$ cat src/hdl/por_pkg.sv
// ----------------------------------------------------------------------------
// Offset restride package
// Widths, constants and payload types shared by the restride modules.
// ----------------------------------------------------------------------------
`timescale 1ns / 1ps
`default_nettype none

package por_pkg;

  localparam int OFFSET_BITS = 24;
  localparam int STRIDE_BITS = 16;
  localparam int DATA_BITS   = 32;
  localparam int ADDR_BITS   = 3;
  localparam int REG_BITS    = 32;

  // signed row part, signed column part, product and rebuilt sum
  localparam int QUOT_BITS = OFFSET_BITS + 1;
  localparam int COL_BITS  = STRIDE_BITS + 1;
  localparam int PROD_BITS = QUOT_BITS + COL_BITS;
  localparam int FULL_BITS = PROD_BITS + 1;
  localparam int CALC_BITS = (FULL_BITS > DATA_BITS) ? FULL_BITS : DATA_BITS + 1;

  localparam int DIV_CNT_BITS = $clog2(OFFSET_BITS);

  localparam int QUEUE_DEPTH = 2;
  localparam int PTR_BITS    = $clog2(QUEUE_DEPTH);
  localparam int CNT_BITS    = $clog2(QUEUE_DEPTH + 1);

  localparam logic [STRIDE_BITS-1:0] STRIDE_RESET = STRIDE_BITS'(512);

  localparam logic signed [DATA_BITS-1:0] INT_MAX   = 32'sh7FFF_FFFF;
  localparam logic signed [DATA_BITS-1:0] INT_MIN   = 32'sh8000_0000;
  localparam logic signed [DATA_BITS-1:0] MIN_RESET = INT_MAX;
  localparam logic signed [DATA_BITS-1:0] MAX_RESET = 32'sh8000_0001;

  // register index, taken from paddr bit 2
  localparam int   REG_IDX_BIT    = 2;
  localparam logic REG_OLD_STRIDE = 1'b0;
  localparam logic REG_NEW_STRIDE = 1'b1;

  typedef struct packed {
    logic signed [OFFSET_BITS-1:0] offset;
    logic                          last;
  } in_t;

  typedef struct packed {
    logic signed [DATA_BITS-1:0] new_offset;
    logic signed [DATA_BITS-1:0] min_offset;
    logic signed [DATA_BITS-1:0] max_offset;
    logic                        changed;
    logic                        saturated;
    logic                        last_out;
  } out_t;

  typedef struct packed {
    logic [STRIDE_BITS-1:0] old_stride;
    logic [STRIDE_BITS-1:0] new_stride;
  } cfg_t;

  typedef struct packed {
    logic                          bypass;
    logic                          neg;
    logic [OFFSET_BITS-1:0]        mag;
    logic signed [OFFSET_BITS-1:0] offset;
    logic                          last;
    logic                          changed;
  } entry_t;

endpackage

`default_nettype wire

$ cat src/hdl/por_front.sv
// ----------------------------------------------------------------------------
// Offset restride front end
// Accepts requests, classifies them as pass-through or divide and splits
// the offset into sign and magnitude for the queue.
// ----------------------------------------------------------------------------
`timescale 1ns / 1ps
`default_nettype none

module por_front import por_pkg::*; (
  input  wire  logic   in_valid_i,
  output       logic   in_ready_o,
  input  wire  in_t    in_data_i,
  input  wire  cfg_t   cfg_i,
  input  wire  logic   full_i,
  output       logic   push_o,
  output       entry_t entry_o
);

  logic changed;

  assign changed    = (cfg_i.old_stride != cfg_i.new_stride);
  assign in_ready_o = !full_i;
  assign push_o     = in_valid_i && !full_i;

  always_comb begin
    entry_o.changed = changed;
    entry_o.bypass  = !changed || (cfg_i.old_stride == '0);
    entry_o.neg     = in_data_i.offset[OFFSET_BITS-1];
    entry_o.offset  = in_data_i.offset;
    entry_o.last    = in_data_i.last;
    // the most negative offset wraps to its own magnitude as unsigned
    entry_o.mag     = entry_o.neg ? (~in_data_i.offset + 1'b1) : in_data_i.offset;
  end

endmodule

`default_nettype wire

$ cat src/hdl/por_fifo.sv
// ----------------------------------------------------------------------------
// Offset restride queue
// Short register queue between the front end and the compute back end.
// ----------------------------------------------------------------------------
`timescale 1ns / 1ps
`default_nettype none

module por_fifo import por_pkg::*; (
  input  wire  logic   clk_i,
  input  wire  logic   rst_ni,
  input  wire  logic   push_i,
  input  wire  entry_t push_data_i,
  output       logic   full_o,
  input  wire  logic   pop_i,
  output       entry_t pop_data_o,
  output       logic   empty_o
);

  entry_t              mem_q [QUEUE_DEPTH];
  logic [PTR_BITS-1:0] wr_ptr_q, wr_ptr_d;
  logic [PTR_BITS-1:0] rd_ptr_q, rd_ptr_d;
  logic [CNT_BITS-1:0] cnt_q, cnt_d;
  logic                do_push, do_pop;

  assign full_o     = (cnt_q == CNT_BITS'(QUEUE_DEPTH));
  assign empty_o    = (cnt_q == '0);
  assign do_push    = push_i && !full_o;
  assign do_pop     = pop_i && !empty_o;
  assign pop_data_o = mem_q[rd_ptr_q];

  always_comb begin
    wr_ptr_d = wr_ptr_q;
    rd_ptr_d = rd_ptr_q;
    cnt_d    = cnt_q;
    if (do_push) begin
      wr_ptr_d = (wr_ptr_q == PTR_BITS'(QUEUE_DEPTH - 1)) ? '0 : wr_ptr_q + 1'b1;
    end
    if (do_pop) begin
      rd_ptr_d = (rd_ptr_q == PTR_BITS'(QUEUE_DEPTH - 1)) ? '0 : rd_ptr_q + 1'b1;
    end
    if (do_push && !do_pop) begin
      cnt_d = cnt_q + 1'b1;
    end else if (do_pop && !do_push) begin
      cnt_d = cnt_q - 1'b1;
    end
  end

  always_ff @(posedge clk_i or negedge rst_ni) begin
    if (!rst_ni) begin
      wr_ptr_q <= '0;
      rd_ptr_q <= '0;
      cnt_q    <= '0;
    end else begin
      wr_ptr_q <= wr_ptr_d;
      rd_ptr_q <= rd_ptr_d;
      cnt_q    <= cnt_d;
    end
  end

  always_ff @(posedge clk_i) begin
    if (do_push) begin
      mem_q[wr_ptr_q] <= push_data_i;
    end
  end

endmodule

`default_nettype wire

$ cat src/hdl/por_back.sv
// ----------------------------------------------------------------------------
// Offset restride back end
// Restoring divider by the old stride, centring fold, multiply by the new
// stride, saturation, running min and max, and the result register.
// ----------------------------------------------------------------------------
`timescale 1ns / 1ps
`default_nettype none

module por_back import por_pkg::*; (
  input  wire  logic   clk_i,
  input  wire  logic   rst_ni,
  input  wire  cfg_t   cfg_i,
  input  wire  logic   empty_i,
  input  wire  entry_t entry_i,
  output       logic   pop_o,
  output       logic   out_valid_o,
  input  wire  logic   out_ready_i,
  output       out_t   out_data_o
);

  localparam logic [1:0] ST_IDLE = 2'd0;
  localparam logic [1:0] ST_DIV  = 2'd1;
  localparam logic [1:0] ST_MUL  = 2'd2;
  localparam logic [1:0] ST_FIN  = 2'd3;

  logic [1:0]                  state_q, state_d;
  entry_t                      cur_q;
  logic [OFFSET_BITS-1:0]      quo_q;
  logic [STRIDE_BITS-1:0]      rem_q;
  logic [DIV_CNT_BITS-1:0]     cnt_q;
  logic signed [PROD_BITS-1:0] prod_q;
  logic signed [COL_BITS-1:0]  col_q;
  logic signed [DATA_BITS-1:0] run_min_q, run_max_q;
  logic                        out_valid_q;
  out_t                        out_q;

  // divider step
  logic [STRIDE_BITS:0]   rem_sh, rem_nx;
  logic                   ge;
  logic [OFFSET_BITS-1:0] quo_nx;

  // fold and multiply
  logic                        fold, col_neg;
  logic [QUOT_BITS-1:0]        qmag;
  logic signed [QUOT_BITS-1:0] q_row;
  logic [STRIDE_BITS-1:0]      cmag;
  logic signed [COL_BITS-1:0]  col, nstride;
  logic signed [PROD_BITS-1:0] prod;

  // rebuild and track
  logic signed [CALC_BITS-1:0] full;
  logic                        sat_hi, sat_lo;
  logic signed [DATA_BITS-1:0] off_ext, res, new_min, new_max;
  logic                        out_load;

  assign pop_o = (state_q == ST_IDLE) && !empty_i;

  always_comb begin
    rem_sh = {rem_q, quo_q[OFFSET_BITS-1]};
    ge     = (rem_sh >= {1'b0, cfg_i.old_stride});
    rem_nx = ge ? (rem_sh - {1'b0, cfg_i.old_stride}) : rem_sh;
    quo_nx = {quo_q[OFFSET_BITS-2:0], ge};
  end

  // a remainder above half the stride moves the row one step away from zero
  always_comb begin
    fold    = (rem_q > (cfg_i.old_stride >> 1));
    col_neg = cur_q.neg ^ fold;
    qmag    = {1'b0, quo_q} + QUOT_BITS'(fold);
    q_row   = cur_q.neg ? -$signed(qmag) : $signed(qmag);
    cmag    = fold ? (cfg_i.old_stride - rem_q) : rem_q;
    col     = col_neg ? -$signed({1'b0, cmag}) : $signed({1'b0, cmag});
    nstride = $signed({1'b0, cfg_i.new_stride});
    prod    = q_row * nstride;
  end

  always_comb begin
    full    = CALC_BITS'(prod_q) + CALC_BITS'(col_q);
    sat_hi  = (full > CALC_BITS'(INT_MAX));
    sat_lo  = (full < CALC_BITS'(INT_MIN));
    off_ext = DATA_BITS'(cur_q.offset);
    if (cur_q.bypass) begin
      res = off_ext;
    end else if (sat_hi) begin
      res = INT_MAX;
    end else if (sat_lo) begin
      res = INT_MIN;
    end else begin
      res = full[DATA_BITS-1:0];
    end
    new_min  = (res < run_min_q) ? res : run_min_q;
    new_max  = (res > run_max_q) ? res : run_max_q;
    out_load = (state_q == ST_FIN) && (!out_valid_q || out_ready_i);
  end

  always_comb begin
    state_d = state_q;
    unique case (state_q)
      ST_IDLE: begin
        if (!empty_i) begin
          state_d = entry_i.bypass ? ST_FIN : ST_DIV;
        end
      end
      ST_DIV: begin
        if (cnt_q == '0) begin
          state_d = ST_MUL;
        end
      end
      ST_MUL: begin
        state_d = ST_FIN;
      end
      ST_FIN: begin
        if (out_load) begin
          state_d = ST_IDLE;
        end
      end
      default: begin
        state_d = ST_IDLE;
      end
    endcase
  end

  always_ff @(posedge clk_i or negedge rst_ni) begin
    if (!rst_ni) begin
      state_q     <= ST_IDLE;
      out_valid_q <= 1'b0;
      run_min_q   <= MIN_RESET;
      run_max_q   <= MAX_RESET;
    end else begin
      state_q <= state_d;
      if (out_load) begin
        out_valid_q <= 1'b1;
        // restart the set after its last request
        run_min_q   <= cur_q.last ? MIN_RESET : new_min;
        run_max_q   <= cur_q.last ? MAX_RESET : new_max;
      end else if (out_ready_i) begin
        out_valid_q <= 1'b0;
      end
    end
  end

  always_ff @(posedge clk_i) begin
    if (pop_o) begin
      cur_q <= entry_i;
      quo_q <= entry_i.mag;
      rem_q <= '0;
      cnt_q <= DIV_CNT_BITS'(OFFSET_BITS - 1);
    end else if (state_q == ST_DIV) begin
      quo_q <= quo_nx;
      rem_q <= rem_nx[STRIDE_BITS-1:0];
      cnt_q <= cnt_q - 1'b1;
    end
    if (state_q == ST_MUL) begin
      prod_q <= prod;
      col_q  <= col;
    end
    if (out_load) begin
      out_q.new_offset <= res;
      out_q.min_offset <= new_min;
      out_q.max_offset <= new_max;
      out_q.changed    <= cur_q.changed;
      out_q.saturated  <= !cur_q.bypass && (sat_hi || sat_lo);
      out_q.last_out   <= cur_q.last;
    end
  end

  assign out_valid_o = out_valid_q;
  assign out_data_o  = out_q;

endmodule

`default_nettype wire

$ cat src/hdl/pixel_offset_restride.sv
// ----------------------------------------------------------------------------
// Pixel offset restride
// Re-expresses signed linear pixel offsets built with one row length under
// another, with saturation and a per-set running minimum and maximum.
// ----------------------------------------------------------------------------
//   channel   direction   payload   handshake
//   in        sink        in_t      in_valid_i / in_ready_o
//   out       source      out_t     out_valid_o / out_ready_i
//   cfg       APB slave   32 bit    psel, penable, pwrite, pready
//
// A request with different strides and a nonzero old stride passes through
// the back-end states DIV, MUL and FIN, using the one-bit-per-cycle divider;
// other requests go straight to FIN. The queue registers accepted requests.
// Reset restores both strides to 512 and clears the running extremes.
// A stalled result holds in the output register while the next request is
// divided; the front end stalls only when the queue is full.
// ----------------------------------------------------------------------------
`timescale 1ns / 1ps
`default_nettype none

module pixel_offset_restride import por_pkg::*; (
  input  wire  logic                 clk_i,
  input  wire  logic                 rst_ni,
  input  wire  logic                 in_valid_i,
  output       logic                 in_ready_o,
  input  wire  in_t                  in_data_i,
  output       logic                 out_valid_o,
  input  wire  logic                 out_ready_i,
  output       out_t                 out_data_o,
  input  wire  logic                 psel,
  input  wire  logic                 penable,
  input  wire  logic                 pwrite,
  input  wire  logic [ADDR_BITS-1:0] paddr,
  input  wire  logic [REG_BITS-1:0]  pwdata,
  output       logic [REG_BITS-1:0]  prdata,
  output       logic                 pready
);

  cfg_t   cfg_q;
  logic   cfg_wr;
  logic   full, empty, push, pop;
  entry_t push_entry, pop_entry;

  assign pready = 1'b1;
  assign cfg_wr = psel && penable && pwrite && pready;

  always_ff @(posedge clk_i or negedge rst_ni) begin
    if (!rst_ni) begin
      cfg_q.old_stride <= STRIDE_RESET;
      cfg_q.new_stride <= STRIDE_RESET;
    end else if (cfg_wr) begin
      unique case (paddr[REG_IDX_BIT])
        REG_OLD_STRIDE: cfg_q.old_stride <= pwdata[STRIDE_BITS-1:0];
        REG_NEW_STRIDE: cfg_q.new_stride <= pwdata[STRIDE_BITS-1:0];
        default: ;
      endcase
    end
  end

  always_comb begin
    unique case (paddr[REG_IDX_BIT])
      REG_OLD_STRIDE: prdata = REG_BITS'(cfg_q.old_stride);
      REG_NEW_STRIDE: prdata = REG_BITS'(cfg_q.new_stride);
      default:        prdata = '0;
    endcase
  end

  por_front u_front (
    .in_valid_i (in_valid_i),
    .in_ready_o (in_ready_o),
    .in_data_i  (in_data_i),
    .cfg_i      (cfg_q),
    .full_i     (full),
    .push_o     (push),
    .entry_o    (push_entry)
  );

  por_fifo u_fifo (
    .clk_i       (clk_i),
    .rst_ni      (rst_ni),
    .push_i      (push),
    .push_data_i (push_entry),
    .full_o      (full),
    .pop_i       (pop),
    .pop_data_o  (pop_entry),
    .empty_o     (empty)
  );

  por_back u_back (
    .clk_i       (clk_i),
    .rst_ni      (rst_ni),
    .cfg_i       (cfg_q),
    .empty_i     (empty),
    .entry_i     (pop_entry),
    .pop_o       (pop),
    .out_valid_o (out_valid_o),
    .out_ready_i (out_ready_i),
    .out_data_o  (out_data_o)
  );

endmodule

`default_nettype wire

$ cat config.mk
export PLATFORM = sky130hd
export DESIGN_NAME = pixel_offset_restride
export DESIGN_NICKNAME = d
export VERILOG_FILES = /design/src/hdl/por_pkg.sv /design/src/hdl/por_front.sv /design/src/hdl/por_fifo.sv /design/src/hdl/por_back.sv /design/src/hdl/pixel_offset_restride.sv
export SDC_FILE = /design/constraint.sdc
export NUM_CORES = 2
export LEC_CHECK = 0
export BUFFER_PORTS_ARGS = -buffer_cell sky130_fd_sc_hd__buf_2
export CAP_MARGIN = 10
export CORE_MARGIN = 10
export CORE_UTILIZATION = 45
export DETAILED_ROUTE_END_ITERATION = 16
export HOLD_SLACK_MARGIN = 0.03
export SYNTH_ARGS = -nofsm -noshare
export SYNTH_HDL_FRONTEND = slang
export SYNTH_SLANG_ARGS = --single-unit
$ cat constraint.sdc
create_clock -name clk_i -period 10.95 [get_ports clk_i]
set_input_delay 0.5475 -clock clk_i [delete_from_list [all_inputs] [get_ports clk_i]]
set_output_delay 0.5475 -clock clk_i [all_outputs]
set_load 0.005 [all_outputs]
==> impl_metrics.ini <==
[clock_network]
cts_buffers = 48
cts.sinks = 433
cts_max_level = 2
root_buffer = clkbuf_16
clock_latency_ns = 0.62
clk_pin_slew_ns = 0.06
cts.path.max_buffers = 3
cts_tree = yes

[synth]
async_flop_share = 0.2379
syn_area_mm2 = 0.03932
synthCells = 3921
ys_seq_elements = 433
synth_edf_count = 309
synthDistinctLibCells = 86
avgSynthCellArea_um2 = 10.03
ys.flop_type = edfxtp_1
ys_warn_count = 0
ys_seq_area_frac = 0.3133

[global_route]
antenna_found_initial = 5
grt_pass1_vias = 29190
track_usage = 0.2101
overflow = 0
grt_first_pass_wirelength_um = 164400
grt_max_degree = 79

[timing]
min_period_ns = 10.42
max_slew_margin = 0.2236
setup_viol = 0
max_freq_mhz = 95.98
final-hold-violation-count = 0
fin_crit_sh = 0.9515
worst_slew_pin_slew_ns = 1.156
fin_skew_ns = 0.04954
drv_slew = 0

[floorplan]
row_count = 108
start_util = 0.4533
fp.dieH_um = 315.6
io_pins = 201
die_w_um = 315.6
coreArea_mm2 = 0.08675
design.die.area_mm2 = 0.09960

[setup_path]
start_kind = flop
path_common_cell = fa_1
critPathMaxFanout = 6
r2r_slack_ns = 0.53
worstPathRequired_ns = 11.37
cp_slowest_stage_delay_ns = 0.54
cp_slowest_cell = fa_1
cp_data_arrival_time_ns = 10.83
crit_type = reg2reg
critPathCaptureType = flop

[cells_and_area]
nFillCells = 8019
final_area_mm2 = 0.04377
drive_above_1_share = 0.1381
area_growth_pct = 11.30
nets = 4814

[routing]
wl_per_cell_um = 19.62
first_iter_violations = 1749
drc = 0
viasPerCell = 5.337
ant_nets = 0
drt_pass1_iterations = 5
wl_um = 103900
vias = 28270

[placement]
place.gp.congestion = 0.9084
place_area_mm2 = 0.04189
port_buffers = 165
hpwl_um = 81070

[job]
cap_viol_max_count = 0

[status]
status = finished clean

[min_path]
hp-class = in2async
[synth_stat cells, types with 37 or more instances]
cell type	count	share of area
clkbuf_1	149	0.014
nand2_1	420	0.040
mux2i_1	39	0.0099
inv_1	615	0.059
nor2b_1	43	0.0068
mux2_2	95	0.027
ha_1	252	0.080
nor3_1	40	0.0051
o21ai_0	147	0.019
fa_1	394	0.20
dfrtp_1	68	0.043
and2_1	193	0.031
nor2_1	133	0.013
xnor2_1	128	0.029
a21oi_1	144	0.018
edfxtp_1	309	0.24
a21o_1	61	0.012
xor2_1	74	0.016
nand4_1	37	0.0059
nand3_1	56	0.0071
[per-stage QoR]
stage | TNS [ns] | util | instances | setup WS [ns] | hold slack [ns]
floorplan | 0 | - | 3936 | 0.03369 | 0.2519
global placement | 0 | 0.4829 | 5201 | 0.04146 | 0.4724
detailed placement | -0.1049 | 0.4829 | 5201 | -0.04387 | 0.4883
CTS | 0 | 0.5018 | 5291 | 0.006866 | 0.03348
global route | -0.1355 | 0.5044 | 5296 | -0.06477 | 0.06337
finish | 0 | 0.5045 | 5298 | 0.5310 | 0.05035
[sequential cells by signal, summed over array words and instances, names as in the netlist, 2 cells and up]
| register | flops |
|---|---|
| cfg_q | 32 |
| u_back.cur_q | 27 |
| u_back.cnt_q | 5 |
| u_back.state_q | 2 |
| u_fifo.mem_q | 100 |
| u_back.run_max_q | 32 |
| u_back.out_data_o | 99 |
| u_fifo.cnt_q | 2 |
| u_back.run_min_q | 32 |
| u_back.col_q | 17 |
| u_back.prod_q | 42 |
| u_back.rem_q | 16 |
| u_back.quo_q | 24 |
[layout make-up]
type | count | area, µm² | area share
multi-input combinational | 2705 | 24240 | 0.5538
sequential | 433 | 12320 | 0.2815
inverter | 615 | 2308 | 0.05275
timing repair buffer | 298 | 1839 | 0.04203
tap | 1155 | 1445 | 0.03302
clock buffer | 59 | 1272 | 0.02907
clock inverter | 31 | 336.6 | 0.007690
antenna | 2 | 5.005 | 0.0001144
[routing by layer]
metal	wire, µm	up-vias	part of all wire	track usage
li1	-	13420	-	-
met1	46330	13950	0.45	0.2844
met2	47790	722	0.46	0.3430
met3	6417	181	0.062	0.03304
met4	3389	2	0.033	0.06756
met5	13	-	0.00013	0
[cell usage in the layout (no fill, tap or decap), types with 95 or more instances in the layout]
master and n:
inv_1 612, nand2_1 419, fa_1 394, edfxtp_1 309, ha_1 244, and2_1 192, buf_2 164, o21ai_0 142
a21oi_1 141, buf_4 133, nor2_1 130, xnor2_1 124, mux2_2 95
[path summary, 6_finish.rpt]
check                           depth (start not counted)                start                    to
worst max register to register                         47            cfg_q[30]     u_back.prod_q[39]
min in group clk_i                                      1         in_data_i[0]    u_fifo.mem_q[0][1]
max in group asynchronous                               2               rst_ni  u_back.run_max_q[26]
worst min register to register                          2  u_back.run_max_q[0]   u_back.run_max_q[0]
worst max-delay path                                   47            cfg_q[30]     u_back.prod_q[39]
worst min-delay path                                    1               rst_ni             cfg_q[19]
[timing repair]
action	in CTS	in global routing
gates resized for setup	6	35
hold buffers	0	0
endpoints found under the setup margin	5	15
pin swaps	0	10
setup buffers	0	5
[cell families (layout without fill, tap and decap cells)]
| logic type | after synthesis | in the layout | synth area share |
|---|---|---|---|
| buf+inv | 798 | 1003 | 0.07831 |
| fa+ha+maj | 646 | 646 | 0.2808 |
| compound gates | 634 | 634 | 0.1077 |
| xor+xnor | 202 | 202 | 0.04499 |
| simple gates | 1045 | 1045 | 0.1298 |
| flops | 433 | 433 | 0.3133 |
| mux | 161 | 161 | 0.04487 |
| other cells | 2 | 19 | 0.0001910 |
[worst max-delay path: cells and delay by family, from the launching register on]
kind                       cells  cell delay (ns)
AOI/OAI and AO/OA             12             2.29
adders and majority gates      9             3.87
muxes                          1             0.13
DFF                            1             0.34
buffers and inverters          9             0.84
and+or+nand+nor               14             2.43
xor gates and xnor gates       2             0.31
Power is left out: the tool's default activity adds up to more than one toggle a clock period on the data nets, which glitch-free logic cannot reach.
